File: src/design/cdtb_pkg.sv
`default_nettype none

package cdtb_pkg;

    localparam int ACT_W  = 2;
    localparam int BANK_W = 2;
    localparam int IDX_W  = 4;
    localparam int VAL_W  = 16;
    localparam int SUB_W  = 10;
    localparam int TPS_W  = 11;

    localparam logic [TPS_W-1:0] TPS_RESET = 11'd1000;
    localparam logic [TPS_W-1:0] TPS_MAX   = 11'd1024;

    // action codes
    localparam logic [ACT_W-1:0] ACT_TICK  = 2'd0;
    localparam logic [ACT_W-1:0] ACT_WRITE = 2'd1;
    localparam logic [ACT_W-1:0] ACT_READ  = 2'd2;

    // bank codes
    localparam logic [BANK_W-1:0] BANK_MS    = 2'd0;
    localparam logic [BANK_W-1:0] BANK_SEC   = 2'd1;
    localparam logic [BANK_W-1:0] BANK_DELAY = 2'd2;

    // command walking down the cell chain, picking up read data on the way
    typedef struct packed {
        logic              valid;
        logic [ACT_W-1:0]  action;
        logic [BANK_W-1:0] bank;
        logic [IDX_W-1:0]  idx;
        logic [VAL_W-1:0]  load;
        logic [VAL_W-1:0]  rdata;
    } cmd_t;

endpackage

`default_nettype wire

File: src/design/cdtb_cell.sv
`default_nettype none

// one timer slot of each bank large enough to hold it; applies the passing command and hands it on
module cdtb_cell #(
    parameter int CELL_IDX  = 0,
    parameter bit HAS_MS    = 1'b1,
    parameter bit HAS_SEC   = 1'b1,
    parameter bit HAS_DELAY = 1'b1
) (
    input  wire logic                       clk,
    input  wire logic                       rst_n,
    input  wire logic                       advance,
    input  wire logic [cdtb_pkg::TPS_W-1:0] limit,
    input  wire cdtb_pkg::cmd_t             cmd_in,
    output cdtb_pkg::cmd_t                  cmd_out
);

    logic [cdtb_pkg::VAL_W-1:0] ms_reg, ms_next;
    logic [cdtb_pkg::VAL_W-1:0] sec_reg, sec_next;
    logic [cdtb_pkg::SUB_W-1:0] sub_reg, sub_next;
    logic [cdtb_pkg::VAL_W-1:0] delay_reg, delay_next;
    cdtb_pkg::cmd_t             cmd_reg, cmd_next;

    logic [cdtb_pkg::TPS_W-1:0] sub_inc;
    logic                       hit;

    assign sub_inc = {1'b0, sub_reg} + 11'd1;
    assign hit     = (int'(cmd_in.idx) == CELL_IDX);

    always_comb
    begin
        ms_next    = ms_reg;
        sec_next   = sec_reg;
        sub_next   = sub_reg;
        delay_next = delay_reg;
        cmd_next   = cmd_in;
        if (cmd_in.valid)
        begin
            unique case (cmd_in.action)
                cdtb_pkg::ACT_TICK:
                begin
                    if (HAS_MS && (ms_reg != '0))
                        ms_next = ms_reg - 16'd1;
                    if (HAS_DELAY && (delay_reg != '0))
                        delay_next = delay_reg - 16'd1;
                    // second timer zero never ticks
                    if (HAS_SEC && (CELL_IDX != 0) && (sec_reg != '0))
                    begin
                        if (sub_inc >= limit)
                        begin
                            sub_next = '0;
                            sec_next = sec_reg - 16'd1;
                        end
                        else
                            sub_next = sub_inc[cdtb_pkg::SUB_W-1:0];
                    end
                end
                cdtb_pkg::ACT_WRITE:
                begin
                    if (hit)
                    begin
                        unique case (cmd_in.bank)
                            cdtb_pkg::BANK_MS:    if (HAS_MS) ms_next = cmd_in.load;
                            cdtb_pkg::BANK_SEC:   if (HAS_SEC) sec_next = cmd_in.load;
                            cdtb_pkg::BANK_DELAY: if (HAS_DELAY) delay_next = cmd_in.load;
                            default: ;
                        endcase
                    end
                end
                cdtb_pkg::ACT_READ:
                begin
                    if (hit)
                    begin
                        unique case (cmd_in.bank)
                            cdtb_pkg::BANK_MS:    if (HAS_MS) cmd_next.rdata = ms_reg;
                            cdtb_pkg::BANK_SEC:   if (HAS_SEC) cmd_next.rdata = sec_reg;
                            cdtb_pkg::BANK_DELAY: if (HAS_DELAY) cmd_next.rdata = delay_reg;
                            default: ;
                        endcase
                    end
                end
                default: ;
            endcase
        end
    end

    always_ff @(posedge clk or negedge rst_n)
    begin
        if (!rst_n)
        begin
            ms_reg    <= '0;
            sec_reg   <= '0;
            sub_reg   <= '0;
            delay_reg <= '0;
            cmd_reg   <= '0;
        end
        else if (advance)
        begin
            ms_reg    <= ms_next;
            sec_reg   <= sec_next;
            sub_reg   <= sub_next;
            delay_reg <= delay_next;
            cmd_reg   <= cmd_next;
        end
    end

    assign cmd_out = cmd_reg;

endmodule

`default_nettype wire

File: src/design/countdown_timer_bank.sv
// channel | direction | payload (low bit first)                        | item accepted on
// s_*     | in        | tuser: action, bank; tdata: timer_index, load   | s_tvalid & s_tready
// m_*     | out       | tdata: read_value                                | m_tvalid & m_tready
// cfg_*   | in        | cfg_data: ticks_per_second                       | cfg_valid & cfg_ready
//
// an item walks a chain of CHAIN_LEN cells (largest bank size), one cell per cycle while
// the chain is not held; m_tvalid rises when its result is registered from the chain end
// and s_tready returns with it, so a new item is taken only once the last one has left the chain
// rst_n clears every timer and sub-counter at once and loads ticks_per_second with 1000
// a result left waiting in the output register does not stop acceptance; the chain
// freezes only when a second result reaches the chain end before the first is taken
`default_nettype none

module countdown_timer_bank #(
    parameter int MS_TIMERS    = 16,
    parameter int SEC_TIMERS   = 16,
    parameter int DELAY_TIMERS = 16
) (
    input  wire logic        clk,
    input  wire logic        rst_n,
    // input items
    input  wire logic        s_tvalid,
    output logic             s_tready,
    input  wire logic [23:0] s_tdata,   // timer_index[3:0], load_value[19:4], zero pad
    input  wire logic [3:0]  s_tuser,   // action[1:0], bank[3:2]
    // result items
    output logic             m_tvalid,
    input  wire logic        m_tready,
    output logic [15:0]      m_tdata,   // read_value[15:0]
    // ticks_per_second write channel
    input  wire logic        cfg_valid,
    output logic             cfg_ready,
    input  wire logic [10:0] cfg_data
);

    // chain is as long as the largest bank
    localparam int CHAIN_LEN =
        (MS_TIMERS > SEC_TIMERS)
            ? ((MS_TIMERS > DELAY_TIMERS) ? MS_TIMERS : DELAY_TIMERS)
            : ((SEC_TIMERS > DELAY_TIMERS) ? SEC_TIMERS : DELAY_TIMERS);

    logic [cdtb_pkg::TPS_W-1:0] tps_reg;
    logic [cdtb_pkg::TPS_W-1:0] limit;

    cdtb_pkg::cmd_t             head_reg, head_next;
    cdtb_pkg::cmd_t             chain [CHAIN_LEN+1];
    cdtb_pkg::cmd_t             tail;

    logic                       busy_reg, busy_next;
    logic                       out_valid_reg, out_valid_next;
    logic [cdtb_pkg::VAL_W-1:0] out_data_reg;

    logic                       accept;
    logic                       advance;
    logic [CHAIN_LEN:0]         vld;

    // config register, always ready; values above range act as the maximum
    assign cfg_ready = 1'b1;

    always_ff @(posedge clk or negedge rst_n)
    begin
        if (!rst_n)
            tps_reg <= cdtb_pkg::TPS_RESET;
        else if (cfg_valid && cfg_ready)
            tps_reg <= cfg_data;
    end

    assign limit = (tps_reg > cdtb_pkg::TPS_MAX) ? cdtb_pkg::TPS_MAX : tps_reg;

    // one item in flight at a time
    assign s_tready = !busy_reg;
    assign accept   = s_tvalid && s_tready;

    assign tail    = chain[CHAIN_LEN];
    // hold the whole chain only when the end cell has a result and nowhere to put it
    assign advance = !(tail.valid && out_valid_reg && !m_tready);

    always_comb
    begin
        head_next = head_reg;
        if (accept)
        begin
            head_next.valid  = 1'b1;
            head_next.action = s_tuser[1:0];
            head_next.bank   = s_tuser[3:2];
            head_next.idx    = s_tdata[3:0];
            head_next.load   = s_tdata[19:4];
            head_next.rdata  = '0;
        end
        else if (advance)
            head_next.valid = 1'b0;
    end

    always_comb
    begin
        busy_next      = busy_reg;
        out_valid_next = out_valid_reg;
        if (accept)
            busy_next = 1'b1;
        else if (tail.valid && advance)
            busy_next = 1'b0;
        if (tail.valid && advance)
            out_valid_next = 1'b1;
        else if (m_tready)
            out_valid_next = 1'b0;
    end

    always_ff @(posedge clk or negedge rst_n)
    begin
        if (!rst_n)
        begin
            head_reg      <= '0;
            busy_reg      <= 1'b0;
            out_valid_reg <= 1'b0;
        end
        else
        begin
            head_reg      <= head_next;
            busy_reg      <= busy_next;
            out_valid_reg <= out_valid_next;
        end
    end

    // result payload
    always_ff @(posedge clk)
    begin
        if (tail.valid && advance)
            out_data_reg <= tail.rdata;
    end

    assign m_tvalid = out_valid_reg;
    assign m_tdata  = out_data_reg;

    // cell chain: cell k holds timer k of each bank that is that large
    assign chain[0] = head_reg;

    for (genvar k = 0; k < CHAIN_LEN; k++)
    begin : g_cell
        cdtb_cell #(
            .CELL_IDX  (k),
            .HAS_MS    (k < MS_TIMERS),
            .HAS_SEC   (k < SEC_TIMERS),
            .HAS_DELAY (k < DELAY_TIMERS)
        ) u_cell (
            .clk     (clk),
            .rst_n   (rst_n),
            .advance (advance),
            .limit   (limit),
            .cmd_in  (chain[k]),
            .cmd_out (chain[k+1])
        );
    end

    for (genvar k = 0; k <= CHAIN_LEN; k++)
    begin : g_vld
        assign vld[k] = chain[k].valid;
    end

`ifndef SYNTHESIS
    // never more than one item inside the chain
    assert property (@(posedge clk) disable iff (!rst_n) $onehot0(vld))
        else $error("more than one item in the cell chain");

    // busy flag tracks the chain contents
    assert property (@(posedge clk) disable iff (!rst_n) busy_reg == (|vld))
        else $error("busy flag out of step with the chain");

    // an accepted item closes the input until its result leaves the chain
    assert property (@(posedge clk) disable iff (!rst_n) accept |=> !s_tready)
        else $error("input taken while an item is in flight");

    // a result never drops out while the output register is blocked
    assert property (@(posedge clk) disable iff (!rst_n)
        (tail.valid && out_valid_reg && !m_tready) |=> tail.valid)
        else $error("chain end lost a result under stall");
`endif

endmodule

`default_nettype wire

File: config.mk
export PLATFORM = sky130hd
export DESIGN_NAME = countdown_timer_bank
export DESIGN_NICKNAME = d
export VERILOG_FILES = /design/src/design/cdtb_pkg.sv /design/src/design/cdtb_cell.sv /design/src/design/countdown_timer_bank.sv
export SDC_FILE = /design/constraint.sdc
export NUM_CORES = 2
export LEC_CHECK = 0
export BUFFER_PORTS_ARGS = -buffer_cell sky130_fd_sc_hd__buf_2
export CAP_MARGIN = 20
export CORE_MARGIN = 2
export CORE_UTILIZATION = 65
export DETAILED_ROUTE_END_ITERATION = 10
export GPL_ROUTABILITY_DRIVEN = 0
export HOLD_SLACK_MARGIN = 0.06
export PLACE_DENSITY = 0.87
export RECOVER_POWER = 25
export SLEW_MARGIN = 20
export SYNTH_ARGS = -nofsm -noshare
export SYNTH_HDL_FRONTEND = slang
export SYNTH_HIERARCHICAL = 1
export SYNTH_SLANG_ARGS = --single-unit
File: constraint.sdc
create_clock -name clk -period 4.2 [get_ports clk]
set_clock_uncertainty 0.1 [all_clocks]
set_input_delay 0.84 -clock clk [delete_from_list [all_inputs] [get_ports clk]]
set_output_delay 0.84 -clock clk [all_outputs]
set_load 0.05 [all_outputs]
# Word level (Yosys, flattened, before mapping)
# Index checks and enable logic that the tools add are counted.
# op_classes
addsub,62
order_cmp,16
n_eq_ne,205
muxes,289
bitwise_logic,1
n_reduce_logical,168
# op_table
cell,n
16-bit two-way mux,204
16-bit case mux with 2 select lines,47
16-bit case mux with 3 select lines,16
16-bit nonzero test,47
"16-bit by 1-bit subtractor with 16-bit output, second input constant",47
"2-bit by 1-bit inequality test with 1-bit output, second input constant",125
6-bit AND reduction,32
"10-bit by 1-bit adder with 11-bit output, second input constant",15
11-bit greater-or-equal comparator,15
10-bit two-way mux,15
7-bit AND reduction,15
"2-bit by 1-bit equality test with 1-bit output, second input constant",32
"2-bit equality test, second input constant",32
2-bit zero test,32
4-bit AND reduction,15
2-bit nonzero test,18
"4-bit equality test, second input constant",8
"4-bit by 3-bit equality test with 1-bit output, second input constant",4
"11-bit greater-than comparator, second input constant",1
11-bit two-way mux,1
"4-bit by 2-bit equality test with 1-bit output, second input constant",2
1-bit two-way mux,6
5-bit AND reduction,1
"4-bit by 1-bit equality test with 1-bit output, second input constant",1
5 further kinds,10
# word_totals
ff_bits,1604
input_bits,44

# Longest topological paths before layout
# depth
word_depth,6
depth_mapped,15
mapped_depth_nobuf,14

# Cells and area by module
# Netlist, hierarchy kept.
# by_module_without_submodules
mod,n_inst,cells_each,area_each_um2
cdtb_cell (g_cell[5].u_cell ...),2,668,6037.0
cdtb_cell (g_cell[13].u_cell ...),2,667,5915.7
cdtb_cell (g_cell[1].u_cell ...),2,635,5846.9
cdtb_cell (g_cell[7].u_cell),1,668,6039.5
cdtb_cell (g_cell[4].u_cell),1,649,5983.2
cdtb_cell (g_cell[12].u_cell),1,671,5960.7
cdtb_cell (g_cell[10].u_cell),1,672,5918.2
cdtb_cell (g_cell[8].u_cell),1,652,5914.4
cdtb_cell (g_cell[11].u_cell),1,671,5908.2
cdtb_cell (g_cell[3].u_cell),1,670,5895.7
cdtb_cell (g_cell[9].u_cell),1,658,5890.6
cdtb_cell (g_cell[15].u_cell),1,626,5751.8
cdtb_cell (g_cell[0].u_cell),1,448,4904.7
countdown_timer_bank,1,118,2105.8

# Worst setup path after synthesis
# Ideal clock, no wire load.
# synth_path
path_type,in2reg
startpoint,input port m_tready
endpoint,register g_cell[12].u_cell/delay_reg[0] (netlist bit)
setup_ns,0.128
arrival_time_ns,3.317
setup_slack_ns,0.655
path_stages,10
path_cell_list,nand3b_1 > buf_2 > nand2_1 > or2_2 > clkbuf_1 > a21oi_1 > nand2_1 > buf_2 > o21ai_0 > o31ai_1
# synth_between
elab_chain_len,4
# synth_lines
item,line_no,source
"start, declared",countdown_timer_bank.sv:28,"input wire logic m_tready,"
1-bit zero test,countdown_timer_bank.sv:76,assign advance = !(tail.valid && out_valid_reg && !m_tready);
1-bit logical AND,countdown_timer_bank.sv:76,
1-bit inverter (no line),-,
6-bit AND reduction (no line),-,
"end signal, assigned",cdtb_cell.sv:102,delay_reg <= delay_next;
"end, declared",cdtb_cell.sv:21,"logic [cdtb_pkg::VAL_W-1:0] delay_reg, delay_next;"
# No other way between the ends.
# A chain may end at the register's enable or synchronous reset.

# Worst setup path in the final report
# layout_path
startpoint,register g_cell[15].u_cell.cmd_reg (netlist bit g_cell[15].u_cell/cmd_out[40])
endpoint,register g_cell[15].u_cell/sub_reg[0] (netlist bit)
# layout_between
elab_chain_len,4
# layout_lines
item,line_no,source
"start, declared",cdtb_cell.sv:22,"cdtb_pkg::cmd_t cmd_reg, cmd_next;"
"start signal, assigned",cdtb_cell.sv:103,cmd_reg <= cmd_next;
1-bit logical AND (2 in series),countdown_timer_bank.sv:76,
1-bit inverter (no line),-,
4-bit AND reduction (no line),-,
"end signal, assigned",cdtb_cell.sv:101,sub_reg <= sub_next;
"end, declared",cdtb_cell.sv:20,"logic [cdtb_pkg::SUB_W-1:0] sub_reg, sub_next;"
# No other way between the ends.

==> impl_metrics.tcl <==
set metrics [dict create \
    outcome "finished with violations" \
    failed_checks "DRC, capacitance limit, slew limit" \
    cts_setup_buffers 0 \
    die_w_um 386 \
    setup_viol 0 \
    grt_start_max_net_pins 142 \
    clockPowerShare 0.291 \
    endpoint_kind "flop" \
    cpMostUsedCell "clkbuf_1" \
    routedWlPerCell_um 23.0 \
    powerDensity_nw_per_um2 538 \
    seq_power_share 0.420 \
    grt_pass1_vias 81900 \
    io_buffers 57 \
    dr.pass1.iters 11 \
    wl_mm 282 \
    clock_sinks 1604 \
    hpwlAfterDp_mm 189 \
    drv_cap 2 \
    fin_crit_sh 0.942 \
    grt_pass1_wl_mm 446 \
    fin_util 0.706 \
    avgSynthCellArea_um2 9.14 \
    internal-power_w 0.0338 \
    htreeDepth 4 \
    drc 2 \
    grt-ovfl-total 0 \
    clock-root-buffer "clkbuf_16" \
    cts_buffers 169 \
    layout-drive-gt1-share 0.138 \
    gr-usage-all-layers 0.370 \
    clk_latency_ns 0.86 \
    area_growth_pct 8.02 \
    max-vdd-ir-drop_uv 532 \
    dieArea_um2 149000 \
    tightest_slew_ns 3.04 \
    vias 86500 \
    tns_ns 0 \
    hold_path.class "in2reg" \
    cpPeakStageDelay_ns 0.89 \
    io_pins 63 \
    slew_headroom -1.03 \
    start_kind "flop" \
    drt_iter0_markers 13600 \
    arrival_ns 4.61 \
    ctsResizeCount 0 \
    required_ns 4.85 \
    largest_reg_flops 632 \
    power.leakage_nw 44.3 \
    placedCellCount 11900 \
    cts_buffer_depth 3 \
    worstSetupPathType "reg2reg" \
    period_minus_slack_ns 3.96 \
    path_cells "nand3b_1 -> clkbuf_1 -> clkbuf_1 -> nand4_1 -> nor2_1 -> mux2_2" \
    pwr-share-comb 0.289 \
    ant_nets 0 \
    antenna_found_initial 8 \
    p_sw_w 0.0214 \
    coreArea_um2 145000 \
    rows 140 \
    synth_area_um2 95000 \
    cts_tree "done" \
    synth_cells 10400 \
    rsz0062_at_grt "false" \
    whs_ns 0.115 \
    maxSlewViolCount 86 \
    hold_viol_final 0 \
    final_cells 12300 \
    crit_fanout 15 \
    synth_warnings 6 \
    die_h_um 386 \
    path_clk_slew_ns 0.06 \
    p_sw_frac 0.387 \
    vias_per_cell 7.06 \
    fin_nets 10500 \
    fmax_mhz 253 \
    initial_core_util 0.653 \
    cp_slowest_cell "nor2_1" \
]
==> final cells by class <==
cell class | instances | area, um2
sequential | 1604 | 40200
timing repair buffer | 241 | 1790
tap | 1917 | 2400
clock buffer | 238 | 4950
inverter | 496 | 1860
fill | 9954 | 42800
clock inverter | 73 | 1050
antenna | 2 | 5.00
multi-input combinational | 7692 | 50300
==> placed cells by master, fill, tap and decap left out, types with 44 or more instances in the layout <==
cell type	instances
nand3_1	206
o21ai_0	1124
nor3_1	316
nand2_1	885
a21oi_1	651
buf_2	56
a31oi_1	184
inv_1	496
mux2i_1	258
o21a_1	48
dfrtp_1	1580
xor2_1	49
clkbuf_8	44
o21ai_1	124
or4_1	49
nand2b_1	117
nor4_1	85
and3_1	92
xnor2_1	66
o31ai_1	104
o22ai_1	81
a21boi_0	52
o22a_1	102
a22oi_1	66
o211ai_1	245
mux2_2	557
a22o_1	81
or3_1	107
ha_1	227
buf_4	148
nor2_1	824
o2bb2ai_1	62
or2_2	65
a221o_1	44
clkbuf_16	170
a21o_1	71
==> worst max-delay path, delay by kind of cell, from the launching register on <==
| family | cells | cell delay (ns) |
|---|---|---|
| AND/OR/NAND/NOR | 3 | 1.90 |
| flip-flops | 1 | 0.42 |
| buffers and inverters | 2 | 1.14 |
| multiplexers | 1 | 0.28 |
==> path summary, 6_finish.rpt <==
check,start,endpoint,slack [ns],cells after the start
hold reg to reg,g_cell[15].u_cell/cmd_out[5]$_DFFE_PN0P_,m_tdata[5]$_DFFE_PP_,0.35,0
min in group asynchronous,rst_n,g_cell[7].u_cell/ms_reg[4]$_DFFE_PN0P_,1.42,2
max in group asynchronous,rst_n,g_cell[5].u_cell/delay_reg[14]$_DFFE_PN0P_,0.41,4
hold / removal,cfg_data[0],tps_reg[0]$_DFFE_PN0P_,0.11,2
setup / recovery,g_cell[15].u_cell/cmd_out[40]$_DFFE_PN0P_,g_cell[15].u_cell/sub_reg[0]$_DFFE_PN0P_,0.24,6
setup reg to reg,g_cell[15].u_cell/cmd_out[40]$_DFFE_PN0P_,g_cell[15].u_cell/sub_reg[0]$_DFFE_PN0P_,0.24,6
==> power groups by stage <==
stage	clock network (W)	registers, W	logic [W]
after floorplan	0	0.0207	0.0121
after global placement	0	0.0228	0.0144
final	0.0161	0.0232	0.0160
after detailed placement	0	0.0230	0.0152
after global routing	0.0168	0.0235	0.0174
after CTS	0.0161	0.0229	0.0155
==> repair_timing <==
item,in CTS,in global routing
setup endpoints to repair,0,0
hold buffers,1,0
hold endpoints to repair,51,0
==> metal layers <==
| metal | wire length (um) | global-route usage |
|---|---|---|
| met3 | 32600 | 0.0879 |
| met4 | 16300 | 0.188 |
| met1 | 106000 | 0.495 |
| met5 | 71 | 0 |
| met2 | 126000 | 0.563 |
==> per-stage QoR <==
stage | instance area [um2] | total power, W | setup WS (ns)
after floorplan | 95100 | 0.0329 | 0.671
after global placement | 96700 | 0.0372 | 0.506
after detailed placement | 96700 | 0.0382 | 0.452
after CTS | 103000 | 0.0545 | 0.425
after global routing | 103000 | 0.0577 | 0.148
final | 103000 | 0.0552 | 0.242
Note: power is estimated with default switching activity, not from simulation.
